`config.mk`:
```
export PLATFORM = sky130hd
export DESIGN_NAME = data_block_bitmap_allocator_core_flat
export DESIGN_NICKNAME = d
export VERILOG_FILES = /design/src/rtl/core/dbba_pkg.sv /design/src/rtl/core/dbba_if.sv /design/src/rtl/core/dbba_ram.sv /design/src/rtl/core/data_block_bitmap_allocator_core.sv /design/src/flat_wrapper.sv
export VERILOG_INCLUDE_DIRS = /design/src /design/src/rtl/core
export SDC_FILE = /design/constraint.sdc
export NUM_CORES = 2
export LEC_CHECK = 0
export BUFFER_PORTS_ARGS = -buffer_cell sky130_fd_sc_hd__buf_2
export CAP_MARGIN = 20
export CORE_ASPECT_RATIO = 1.25
export CORE_MARGIN = 5
export CORE_UTILIZATION = 50
export DETAILED_ROUTE_END_ITERATION = 8
export PLACE_DENSITY = 0.65
export REMOVE_ABC_BUFFERS = 1
export SLEW_MARGIN = 30
export SYNTH_ARGS = -nofsm -noshare
export SYNTH_HDL_FRONTEND = slang
export SYNTH_SLANG_ARGS = --single-unit
export TNS_END_PERCENT = 5
```
`constraint.sdc`:
```
create_clock -name clk -period 13.7 [get_ports clk]
set_input_delay 0.685 -clock clk [delete_from_list [all_inputs] [get_ports clk]]
set_output_delay 0.685 -clock clk [all_outputs]
set_load 0.01 [all_outputs]
```
`src/rtl/core/data_block_bitmap_allocator_core_defines.svh`:
```
// Assertion macros shared by the allocator RTL.
`ifndef DATA_BLOCK_BITMAP_ALLOCATOR_CORE_DEFINES_SVH
`define DATA_BLOCK_BITMAP_ALLOCATOR_CORE_DEFINES_SVH

`ifndef SYNTHESIS

// same-cycle implication, disabled in reset
`define DBBA_ASSERT_IMPL(label, clk, rst_n, ante, cons) \
    label: assert property (@(posedge clk) disable iff (!rst_n) (ante) |-> (cons)) \
        else $error("allocator assertion failed");

// next-cycle implication, disabled in reset
`define DBBA_ASSERT_NEXT(label, clk, rst_n, ante, cons) \
    label: assert property (@(posedge clk) disable iff (!rst_n) (ante) |=> (cons)) \
        else $error("allocator assertion failed");

`else

`define DBBA_ASSERT_IMPL(label, clk, rst_n, ante, cons)
`define DBBA_ASSERT_NEXT(label, clk, rst_n, ante, cons)

`endif

`endif

```
`src/rtl/core/dbba_pkg.sv`:
```
// Shared constants and types of the data block bitmap allocator.
package dbba_pkg;

    localparam int POOL_BLOCKS_DEF = 1024;
    localparam int MAP_BITS        = 32;
    localparam int BLOCK_W         = 13;
    localparam int FDB_W           = 12;
    localparam int STATUS_W        = 3;

    typedef enum logic [STATUS_W-1:0] {
        ST_OK            = 3'd0,
        ST_NO_FREE       = 3'd1,
        ST_PROTECTED     = 3'd2,
        ST_OUT_OF_BOUNDS = 3'd3,
        ST_ALREADY_FREE  = 3'd4
    } status_t;

    typedef enum logic {
        OP_ALLOC = 1'b0,
        OP_FREE  = 1'b1
    } op_t;

endpackage

```
`src/rtl/core/dbba_if.sv`:
```
// Handshake channel interfaces: request, response and config write.
interface dbba_req_if;
    logic                         valid;
    logic                         ready;
    logic                         op;
    logic [dbba_pkg::BLOCK_W-1:0] block_in;

    modport source (output valid, output op, output block_in, input ready);
    modport sink   (input valid, input op, input block_in, output ready);
endinterface

interface dbba_rsp_if;
    logic                          valid;
    logic                          ready;
    logic [dbba_pkg::STATUS_W-1:0] status;
    logic [dbba_pkg::BLOCK_W-1:0]  block_out;

    modport source (output valid, output status, output block_out, input ready);
    modport sink   (input valid, input status, input block_out, output ready);
endinterface

interface dbba_cfg_if;
    logic                       valid;
    logic                       ready;
    logic [dbba_pkg::FDB_W-1:0] data;

    modport source (output valid, output data, input ready);
    modport sink   (input valid, input data, output ready);
endinterface

```
`src/rtl/core/dbba_ram.sv`:
```
// Generic single-write, single-read RAM with registered read data.
module dbba_ram #(
    parameter int WIDTH = 32,
    parameter int DEPTH = 32,
    parameter int ADDR_W = (DEPTH > 1) ? $clog2(DEPTH) : 1
) (
    input  logic              clk,
    input  logic              we,
    input  logic [ADDR_W-1:0] waddr,
    input  logic [WIDTH-1:0]  wdata,
    input  logic              re,
    input  logic [ADDR_W-1:0] raddr,
    output logic [WIDTH-1:0]  rdata
);

    logic [WIDTH-1:0] mem [DEPTH];

    always_ff @(posedge clk)
    begin
        if (we)
        begin
            mem[waddr] <= wdata;
        end
        if (re)
        begin
            rdata <= mem[raddr];
        end
    end

endmodule

```
`src/rtl/core/data_block_bitmap_allocator_core.sv`:
```
// Top level of the data block bitmap allocator.
//
//  channel | dir | words carried               | completes when
//  --------+-----+-----------------------------+----------------------
//  req     | in  | op, block_in                | req.valid & req.ready
//  rsp     | out | status, block_out           | rsp.valid & rsp.ready
//  cfg     | in  | data -> first_data_block    | cfg.valid & cfg.ready
//
//  Allocate: a word-at-a-time scan of the bitmap RAM that reads the next word
//  while the previous one is tested; the lowest free bit found is taken.
//  Free: read, test, write back; range errors go straight to done.
//  One request is worked at a time; req.ready is high in idle, also while a
//  finished response still sits in the output register.
//  Reset clears a per-word valid bit so every word reads as all free; no
//  clearing pass. rsp stalls hold the response register and keep a new result in done.
`include "data_block_bitmap_allocator_core_defines.svh"

module data_block_bitmap_allocator_core #(
    parameter int POOL_BLOCKS = dbba_pkg::POOL_BLOCKS_DEF
) (
    input  logic            clk,
    input  logic            rst_n,
    dbba_req_if.sink        req,
    dbba_rsp_if.source      rsp,
    dbba_cfg_if.sink        cfg
);

    localparam int MAP_WORDS = (POOL_BLOCKS + dbba_pkg::MAP_BITS - 1) / dbba_pkg::MAP_BITS;
    localparam int WORD_W    = (MAP_WORDS > 1) ? $clog2(MAP_WORDS) : 1;
    localparam int LAST_BITS = POOL_BLOCKS - dbba_pkg::MAP_BITS * (MAP_WORDS - 1);
    localparam logic [WORD_W-1:0] LAST_WORD = WORD_W'(MAP_WORDS - 1);
    // bits past the pool end in the last word read as used
    localparam logic [31:0] TAIL_MASK =
        (LAST_BITS == 32) ? 32'h0 : ~((32'h1 << LAST_BITS) - 32'h1);
    localparam int BW = dbba_pkg::BLOCK_W;

    typedef enum logic [2:0] {
        S_IDLE,
        S_SCAN,
        S_FREE_RD,
        S_FREE_CHK,
        S_DONE
    } state_t;

    state_t                      state_reg, state_next;
    logic [dbba_pkg::FDB_W-1:0]  fdb_reg;
    logic [MAP_WORDS-1:0]        valid_reg, valid_next;
    logic [WORD_W-1:0]           rd_idx_reg, rd_idx_next;
    logic                        rd_more_reg, rd_more_next;
    logic [WORD_W-1:0]           chk_idx_reg, chk_idx_next;
    logic                        chk_live_reg, chk_live_next;
    logic [4:0]                  bit_reg, bit_next;
    dbba_pkg::status_t           res_status_reg, res_status_next;
    logic [BW-1:0]               res_block_reg, res_block_next;
    logic                        out_valid_reg, out_valid_next;
    dbba_pkg::status_t           out_status_reg, out_status_next;
    logic [BW-1:0]               out_block_reg, out_block_next;

    // bitmap RAM ports
    logic                        ram_we, ram_re;
    logic [WORD_W-1:0]           ram_waddr, ram_raddr;
    logic [31:0]                 ram_wdata, ram_rdata;

    // effective word under test and its lowest free bit
    logic [31:0]                 word_eff;
    logic                        zero_found;
    logic [4:0]                  zero_pos;

    // free-request range checks
    logic [BW:0]                 pool_end;
    logic [BW-1:0]               slot_in;
    logic                        is_prot, is_oob;
    logic                        can_load;

    dbba_ram #(
        .WIDTH (dbba_pkg::MAP_BITS),
        .DEPTH (MAP_WORDS),
        .ADDR_W(WORD_W)
    ) u_map (
        .clk  (clk),
        .we   (ram_we),
        .waddr(ram_waddr),
        .wdata(ram_wdata),
        .re   (ram_re),
        .raddr(ram_raddr),
        .rdata(ram_rdata)
    );

    assign req.ready = (state_reg == S_IDLE);
    assign cfg.ready = 1'b1;
    assign rsp.valid     = out_valid_reg;
    assign rsp.status    = out_status_reg;
    assign rsp.block_out = out_block_reg;

    assign can_load = !out_valid_reg || rsp.ready;

    // never-written words read as all free
    always_comb
    begin
        word_eff = valid_reg[chk_idx_reg] ? ram_rdata : 32'h0;
        if (chk_idx_reg == LAST_WORD)
        begin
            word_eff = word_eff | TAIL_MASK;
        end
    end

    // lowest zero bit
    always_comb
    begin
        zero_found = 1'b0;
        zero_pos   = 5'd0;
        for (int i = 31; i >= 0; i--)
        begin
            if (!word_eff[i])
            begin
                zero_found = 1'b1;
                zero_pos   = 5'(i);
            end
        end
    end

    assign pool_end = {1'b0, 1'b0, fdb_reg} + (BW+1)'(POOL_BLOCKS);
    assign slot_in  = req.block_in - {1'b0, fdb_reg};
    assign is_prot  = req.block_in < {1'b0, fdb_reg};
    assign is_oob   = {1'b0, req.block_in} >= pool_end;

    always_comb
    begin
        state_next      = state_reg;
        valid_next      = valid_reg;
        rd_idx_next     = rd_idx_reg;
        rd_more_next    = rd_more_reg;
        chk_idx_next    = chk_idx_reg;
        chk_live_next   = chk_live_reg;
        bit_next        = bit_reg;
        res_status_next = res_status_reg;
        res_block_next  = res_block_reg;
        out_valid_next  = out_valid_reg && !rsp.ready;
        out_status_next = out_status_reg;
        out_block_next  = out_block_reg;
        ram_we    = 1'b0;
        ram_waddr = chk_idx_reg;
        ram_wdata = word_eff;
        ram_re    = 1'b0;
        ram_raddr = rd_idx_reg;

        case (state_reg)
            S_IDLE:
            begin
                if (req.valid)
                begin
                    res_block_next = '0;
                    if (req.op == dbba_pkg::OP_ALLOC)
                    begin
                        rd_idx_next   = '0;
                        rd_more_next  = 1'b1;
                        chk_live_next = 1'b0;
                        state_next    = S_SCAN;
                    end
                    else if (is_prot)
                    begin
                        res_status_next = dbba_pkg::ST_PROTECTED;
                        state_next      = S_DONE;
                    end
                    else if (is_oob)
                    begin
                        res_status_next = dbba_pkg::ST_OUT_OF_BOUNDS;
                        state_next      = S_DONE;
                    end
                    else
                    begin
                        chk_idx_next = slot_in[5 +: WORD_W];
                        bit_next     = slot_in[4:0];
                        state_next   = S_FREE_RD;
                    end
                end
            end

            S_SCAN:
            begin
                // issue the next word while the previous one is tested
                if (rd_more_reg)
                begin
                    ram_re        = 1'b1;
                    chk_idx_next  = rd_idx_reg;
                    chk_live_next = 1'b1;
                    rd_more_next  = (rd_idx_reg != LAST_WORD);
                    if (rd_idx_reg != LAST_WORD)
                    begin
                        rd_idx_next = rd_idx_reg + 1'b1;
                    end
                end
                if (chk_live_reg)
                begin
                    if (zero_found)
                    begin
                        ram_we    = 1'b1;
                        ram_wdata = word_eff | (32'h1 << zero_pos);
                        valid_next[chk_idx_reg] = 1'b1;
                        res_status_next = dbba_pkg::ST_OK;
                        res_block_next  = BW'({chk_idx_reg, zero_pos}) + {1'b0, fdb_reg};
                        state_next      = S_DONE;
                    end
                    else if (chk_idx_reg == LAST_WORD)
                    begin
                        res_status_next = dbba_pkg::ST_NO_FREE;
                        state_next      = S_DONE;
                    end
                end
            end

            S_FREE_RD:
            begin
                ram_re     = 1'b1;
                ram_raddr  = chk_idx_reg;
                state_next = S_FREE_CHK;
            end

            S_FREE_CHK:
            begin
                if (!word_eff[bit_reg])
                begin
                    res_status_next = dbba_pkg::ST_ALREADY_FREE;
                end
                else
                begin
                    ram_we    = 1'b1;
                    ram_wdata = word_eff & ~(32'h1 << bit_reg);
                    valid_next[chk_idx_reg] = 1'b1;
                    res_status_next = dbba_pkg::ST_OK;
                end
                state_next = S_DONE;
            end

            S_DONE:
            begin
                if (can_load)
                begin
                    out_valid_next  = 1'b1;
                    out_status_next = res_status_reg;
                    out_block_next  = res_block_reg;
                    state_next      = S_IDLE;
                end
            end

            default:
            begin
                state_next = S_IDLE;
            end
        endcase
    end

    always_ff @(posedge clk or negedge rst_n)
    begin
        if (!rst_n)
        begin
            state_reg     <= S_IDLE;
            fdb_reg       <= '0;
            valid_reg     <= '0;
            rd_more_reg   <= 1'b0;
            chk_live_reg  <= 1'b0;
            out_valid_reg <= 1'b0;
        end
        else
        begin
            state_reg     <= state_next;
            valid_reg     <= valid_next;
            rd_more_reg   <= rd_more_next;
            chk_live_reg  <= chk_live_next;
            out_valid_reg <= out_valid_next;
            if (cfg.valid)
            begin
                fdb_reg <= cfg.data;
            end
        end
    end

    // payload registers, no reset
    always_ff @(posedge clk)
    begin
        rd_idx_reg     <= rd_idx_next;
        chk_idx_reg    <= chk_idx_next;
        bit_reg        <= bit_next;
        res_status_reg <= res_status_next;
        res_block_reg  <= res_block_next;
        out_status_reg <= out_status_next;
        out_block_reg  <= out_block_next;
    end

    // a new response only comes out of the done state
    `DBBA_ASSERT_IMPL(a_rsp_from_done, clk, rst_n, $rose(out_valid_reg), $past(state_reg == S_DONE))
    // failed requests never carry a block number
    `DBBA_ASSERT_IMPL(a_err_zero_block, clk, rst_n, out_valid_reg && (out_status_reg != dbba_pkg::ST_OK), out_block_reg == '0)
    // scan read-ahead never hits the word being written back
    `DBBA_ASSERT_IMPL(a_no_rw_collide, clk, rst_n, ram_we && ram_re, ram_waddr != ram_raddr)
    // an accepted request leaves idle
    `DBBA_ASSERT_NEXT(a_busy_after_accept, clk, rst_n, req.valid && req.ready, state_reg != S_IDLE)

endmodule

```
`src/flat_wrapper.sv`:
```
// flat-port wrapper written by rule: the top's interface ports become plain ports
module data_block_bitmap_allocator_core_flat 
#(
    parameter int POOL_BLOCKS = dbba_pkg::POOL_BLOCKS_DEF
)
  (clk, rst_n, req_valid, req_op, req_block_in, req_ready, rsp_valid, rsp_status, rsp_block_out, rsp_ready, cfg_valid, cfg_data, cfg_ready);
  dbba_req_if req_i ();
  dbba_rsp_if rsp_i ();
  dbba_cfg_if cfg_i ();
  input  logic clk;
  input  logic rst_n;
  input wire logic [$bits(req_i.valid)-1:0] req_valid;
  input wire logic [$bits(req_i.op)-1:0] req_op;
  input wire logic [$bits(req_i.block_in)-1:0] req_block_in;
  output wire logic [$bits(req_i.ready)-1:0] req_ready;
  output wire logic [$bits(rsp_i.valid)-1:0] rsp_valid;
  output wire logic [$bits(rsp_i.status)-1:0] rsp_status;
  output wire logic [$bits(rsp_i.block_out)-1:0] rsp_block_out;
  input wire logic [$bits(rsp_i.ready)-1:0] rsp_ready;
  input wire logic [$bits(cfg_i.valid)-1:0] cfg_valid;
  input wire logic [$bits(cfg_i.data)-1:0] cfg_data;
  output wire logic [$bits(cfg_i.ready)-1:0] cfg_ready;
  assign req_i.valid = req_valid;
  assign req_i.op = req_op;
  assign req_i.block_in = req_block_in;
  assign req_ready = req_i.ready;
  assign rsp_valid = rsp_i.valid;
  assign rsp_status = rsp_i.status;
  assign rsp_block_out = rsp_i.block_out;
  assign rsp_i.ready = rsp_ready;
  assign cfg_i.valid = cfg_valid;
  assign cfg_i.data = cfg_data;
  assign cfg_ready = cfg_i.ready;
  data_block_bitmap_allocator_core #(.POOL_BLOCKS(POOL_BLOCKS)) u_core (.clk(clk), .rst_n(rst_n), .req(req_i), .rsp(rsp_i), .cfg(cfg_i));
endmodule
```
======== After elaboration in Yosys (flattened, before gate mapping) ========
Memories as Yosys holds them, arrays and structs flattened. A register that Yosys moved wholly into a read port is not among the register bits.
Cells that the tools add are included.
storage, ports and cells
  register bits ........................... 97
  memory bits (writable) .................. 1024
  bits of input ports ..................... 31
  output and inout bits ................... 19
  logic and storage cells ................. 200
  memories ................................ 1
memories
  name              words  width  rd ports  clocked after Yosys merged registers in  write ports  RTL line        source
  u_core.u_map.mem  32     32     1         1                                        1            dbba_ram.sv:16  logic [WIDTH-1:0] mem [DEPTH];
cells by class
  add/sub/neg operators ................... 4
  magnitude comparators ................... 5
  eq/ne operators ......................... 19
  shift operators ......................... 2
  multiplexer cells ....................... 131
  bitwise gates (word level) .............. 6
  reduce and logical (&&, ||, !) cells .... 19
operators with widths
  operator                                                                      count
  32-bit two-way mux                                                            7
  5-bit two-way mux                                                             42
  32-bit case mux with 2 select lines                                           2
  32-bit OR                                                                     2
  1-bit by 5-bit << shifter with 32-bit output, first input constant            2
  1-bit two-way mux                                                             49
  3-bit two-way mux                                                             16
  13-bit two-way mux                                                            3
  32-bit bitwise AND                                                            1
  32-bit NOT                                                                    1
  13-bit case mux with 2 select lines                                           1
  5-bit case mux with 2 select lines                                            2
  4-bit AND reduction                                                           4
  3-bit case mux with 5 select lines                                            1
  10-bit by 12-bit adder with 13-bit output                                     1
  12-bit by 11-bit adder with 13-bit output, second input constant              1
  13-bit >= comparator                                                          1
  13-bit by 12-bit less-than comparator with 1-bit output                       1
  5-bit by 6-bit less-than comparator with 1-bit output, second input constant  2
  2-bit by 1-bit inequality test with 1-bit output, second input constant       6
  6-bit AND reduction                                                           2
  1-bit binary-select mux with 5-bit select                                     2
  2-bit inequality test, second input constant                                  5
  5-bit AND reduction                                                           2
  other kinds (21)                                                              30

======== Logic depth before layout (Yosys ltp) ========
  word-level depth ........................ 40
  gate-level depth with buffers ........... 17
  depth with buffers taken out ............ 15

======== Cells and area by module ========
Synthesis repeated with hierarchy kept, for this count alone.
second synthesis, totals
  cells, all modules ...................... 2945
  area, all modules ....................... 47430.5 µm²
modules (own cells, without submodules)
  module                            times used  cells an instance  area each (µm²)
  dbba_ram                          1           2260               40812.9
  data_block_bitmap_allocator_core  1           685                6617.6

======== Least setup slack after synthesis ========
OpenSTA, ideal clock, no wires.
  path kind ............................... register to register
  start point ............................. reg u_core.chk_idx_reg[1]
  end point ............................... mem u_core.u_map.mem[11][0] (enable)
  setup time .............................. 0.504 ns
  arrival ................................. 5.352 ns
  required time ........................... 13.196 ns
  setup slack ............................. 7.845 ns
  cell stages (with the launch flop) ...... 12
  buffers on the path ..................... 2
  clock period less this slack ............ 5.855 ns
  cell sequence ........................... edfxtp_1 > buf_6 > mux2_4 > a21oi_1 > nor4bb_4 > o21ai_2 > nand4_2 > nand3_2 > and2_1 > and2_1 > buf_2 > nor4_1
on the way
  word-level cells in the longest chain between the ends .. 40
ends and longest elaborated chain
  element                                    RTL line                                 source
  from (decl)                                data_block_bitmap_allocator_core.sv:50   logic [WORD_W-1:0] chk_idx_reg, chk_idx_next;
  from (signal assigned)                     data_block_bitmap_allocator_core.sv:282  chk_idx_reg <= chk_idx_next;
  1-bit binary-select mux with 5-bit select  data_block_bitmap_allocator_core.sv:100  word_eff = valid_reg[chk_idx_reg] ? ram_rdata : 32'h0;
  1-bit two-way mux (not written as such)    data_block_bitmap_allocator_core.sv:100
  32-bit two-way mux                         data_block_bitmap_allocator_core.sv:100
  1-bit two-way mux (32 in a row)            data_block_bitmap_allocator_core.sv:114  if (!word_eff[i])
  1-bit two-way mux                          data_block_bitmap_allocator_core.sv:195  if (zero_found)
  1-bit two-way mux                          data_block_bitmap_allocator_core.sv:193  if (chk_live_reg)
  1-bit case mux with 2 select lines         data_block_bitmap_allocator_core.sv:147  case (state_reg)
  1-bit two-way mux                          dbba_ram.sv:20                           if (we)
  1-bit two-way mux (not written as such)    dbba_ram.sv:22                           mem[waddr] <= wdata;
  to (decl)                                  dbba_ram.sv:16
Several ways; a longest one is shown, not always the timed one. The select of a mux whose other input is x is not followed.

======== Worst setup path after layout ========
  start point ............................. reg u_core.chk_idx_reg[3]
  end point ............................... mem u_core.u_map.mem[6][3] (enable)
Same word-level chain as after synthesis.

==> metrics.yaml <==
netlist_area_mm2: 0.04665
clkSinkCount: 1153
crit_path_start_kind: "flip-flop"
wl_per_cell_um: 30.58
cts_hold_buf: 0
insertion_delay_ns: 0.72
report.final.slew_viol_count: 0
grt_pass1_wl_um: 179100
max_cap_violations: 0
antenna_found_initial: 0
yosys.area_share.simple_pct: 7.309
grt_usage_pct: 24.53
status: "finished, final reports clean"
crit_fanout: 41
setup_viol: 0
async_flop_share_pct: 4.337
rows: 125
synth_compound_area_share_pct: 3.009
ir_drop_mv: 0.2611
synth_edf_count: 1103
mostFrequentLayoutCell: "edfxtp_1"
required_ns: 14.04
clk_pin_slew_ns: 0.06
clock-skew-final_ns: 0.04349
largest_reg_flops: 1024
clock.fmax_mhz: 179.7
ios: 50
synthXorXnorAreaFrac_pct: 0.3567
core_area_mm2: 0.09275
cts_made_buffers: 108
post-place-ws_ns: 8.209
synth_ff_type: "edfxtp_1"
dieArea_mm2: 0.09954
synth_top_family_by_area: "multiplexers"
finalCritPeriodShare_pct: 40.61
vias: 25230
ctsResizeCount: 0
synth_fa_ha_area_share_pct: 0.7886
power_leakage_uw: 0.01747
num_antenna_cells: 0
die_x_um: 283.2
total_power_uw: 10700
synthMuxAreaShare_pct: 13.27
initial_core_util_pct: 50.30
crit_type: "flip-flop to flip-flop"
fin_tns_setup_ns: 0
gr-total-overflow: 0
hp-class: "input port to asynchronous set/reset pin"
place_congestion: 0.9093
drc: 0
final_cell_mix: "1103 x edfxtp_1, 348 x nand2_1, 265 x mux4_2"
clock_path_buffers: 3
synthCells: 2608
h-tree-depth: 3
antenna_left: 0
timing.slew.headroom_pct: 32.11
ys_ff_latch: 1153
via_per_inst: 6.306
grt_start_max_net_pins: 133
wirelength_um: 122300
cts_tree: "yes"
power_density_mw_per_mm2: 204.0
cts_root_buffer: "clkbuf_16"
fin_util_pct: 56.53
period_minus_slack_ns: 5.564
avgSynthCellArea_um2: 17.89
worstPathArrival_ns: 5.90
tightest_slew_ns: 1.018
post-cts-setup-buffer-count: 0
grt_pass1_vias: 25940
worstSetupEndpointType: "flip-flop"
place_hpwl_um: 67410
drive_gt1_share_pct: 23.04
fillerInstances: 6955
drt-pass1-iter-count: 6
setup_ws_ns: 8.136
rsz0062_at_grt: "no"
nNetsFinal: 2762
portBuffers: 48
syn_to_final_growth_pct: 12.38
synth.distinct_cells: 80
dieHeight_um: 351.5
drtIter0Drc: 2903
yosysSeqAreaShare_pct: 73.69
finalHoldViolations: 0
yosys_warnings: 0
[worst max-delay path, cell delays in order, from the launching register on]
cell and delay [ns]:
edfxtp_1 0.73, nand3_1 0.60, o22ai_1 0.44, nor4bb_4 0.10, o21ai_2 0.15, buf_4 0.42, nand2_1 0.19, a21oi_1 0.24
a221oi_2 0.12, a22o_2 0.40, nor2_1 0.50, and2_2 0.69, buf_4 0.56
[layer usage]
layer  wire [um]  track usage [%]
met5           0                0
met4        4425            9.057
met3        8050            3.588
met2       61560            41.93
met1       48300            32.58
[path summary, 6_finish.rpt]
kind	cells past startpoint	slack, ns	start	to
hold reg to reg	0	0.42	u_core.res_block_reg[12]$_SDFFCE_PN0P_	u_core.rsp.block_out[12]$_DFFE_PP_
setup / recovery	12	8.14	u_core.chk_idx_reg[3]$_DFFE_PP_	u_core.u_map.mem[6][3]$_DFFE_PP_
hold / removal	2	0.08	rst_n	u_core.fdb_reg[7]$_DFFE_PN0P_
setup reg to reg	12	8.14	u_core.chk_idx_reg[3]$_DFFE_PP_	u_core.u_map.mem[6][3]$_DFFE_PP_
max in group asynchronous	2	13.10	rst_n	u_core.valid_reg[23]$_DFFE_PN0P_
min in group clk	3	0.18	cfg_data[7]	u_core.fdb_reg[7]$_DFFE_PN0P_
[cell type report]
class                   count  area (um^2)  share of cell area (%)
clock buffers             125         2766                   5.277
clock inverters            77        709.4                   1.353
inverters                  37        138.9                  0.2649
multi-input cells        1283        12100                   23.08
flip-flops and latches   1153        34370                   65.57
well taps                1206         1509                   2.878
repair buffers            120        829.5                   1.582
[logic make-up (layout without fill, tap and decap cells)]
family / after synthesis / after routing
buffers and inverters: 172 / 359
adders and majority gates: 29 / 29
xor gates and xnor gates: 19 / 19
and+or+nand+nor: 730 / 730
other: 1 / 1
DFF: 1153 / 1153
AOI/OAI and AO/OA: 218 / 218
muxes: 286 / 286
[per-stage QoR]
stage               std cells  instance area (um^2)  hold slack (ns)
detailed placement       3798                 48930           0.4045
floorplan                2473                 46050           0.3894
global route             4001                 52430           0.1268
CTS                      4000                 52410          0.08739
finish                   4001                 52430          0.08077
global placement         3797                 48760           0.4012
[Yosys cell counts (12+ instances only)]
cell | count | area [um^2]
edfxtp_1 | 1103 | 33120
nand2_1 | 349 | 1310
mux4_2 | 265 | 5968
nand3_1 | 179 | 895.9
o21ai_0 | 87 | 435.4
clkbuf_1 | 76 | 285.3
nor2_1 | 56 | 210.2
dfrtp_1 | 50 | 1251
inv_1 | 37 | 138.9
buf_2 | 35 | 175.2
a21oi_1 | 32 | 160.2
ha_1 | 27 | 337.8
nor3_1 | 19 | 95.09
or2_1 | 19 | 118.9
buf_1 | 16 | 60.06
nand4_1 | 16 | 100.1
o211ai_1 | 16 | 120.1
and2_1 | 15 | 93.84
mux2i_1 | 15 | 150.1
nand2b_1 | 13 | 81.33
a21o_1 | 12 | 90.09
[power breakdown]
| group | switching (uW) | internal, uW | total (uW) |
|---|---|---|---|
| logic | 1940 | 1120 | 3060 |
| registers | 205 | 4490 | 4690 |
| clock network | 1310 | 1630 | 2940 |
| total | 3460 | 7230 | 10700 |
Note: power is estimated with default switching activity, not from simulation.
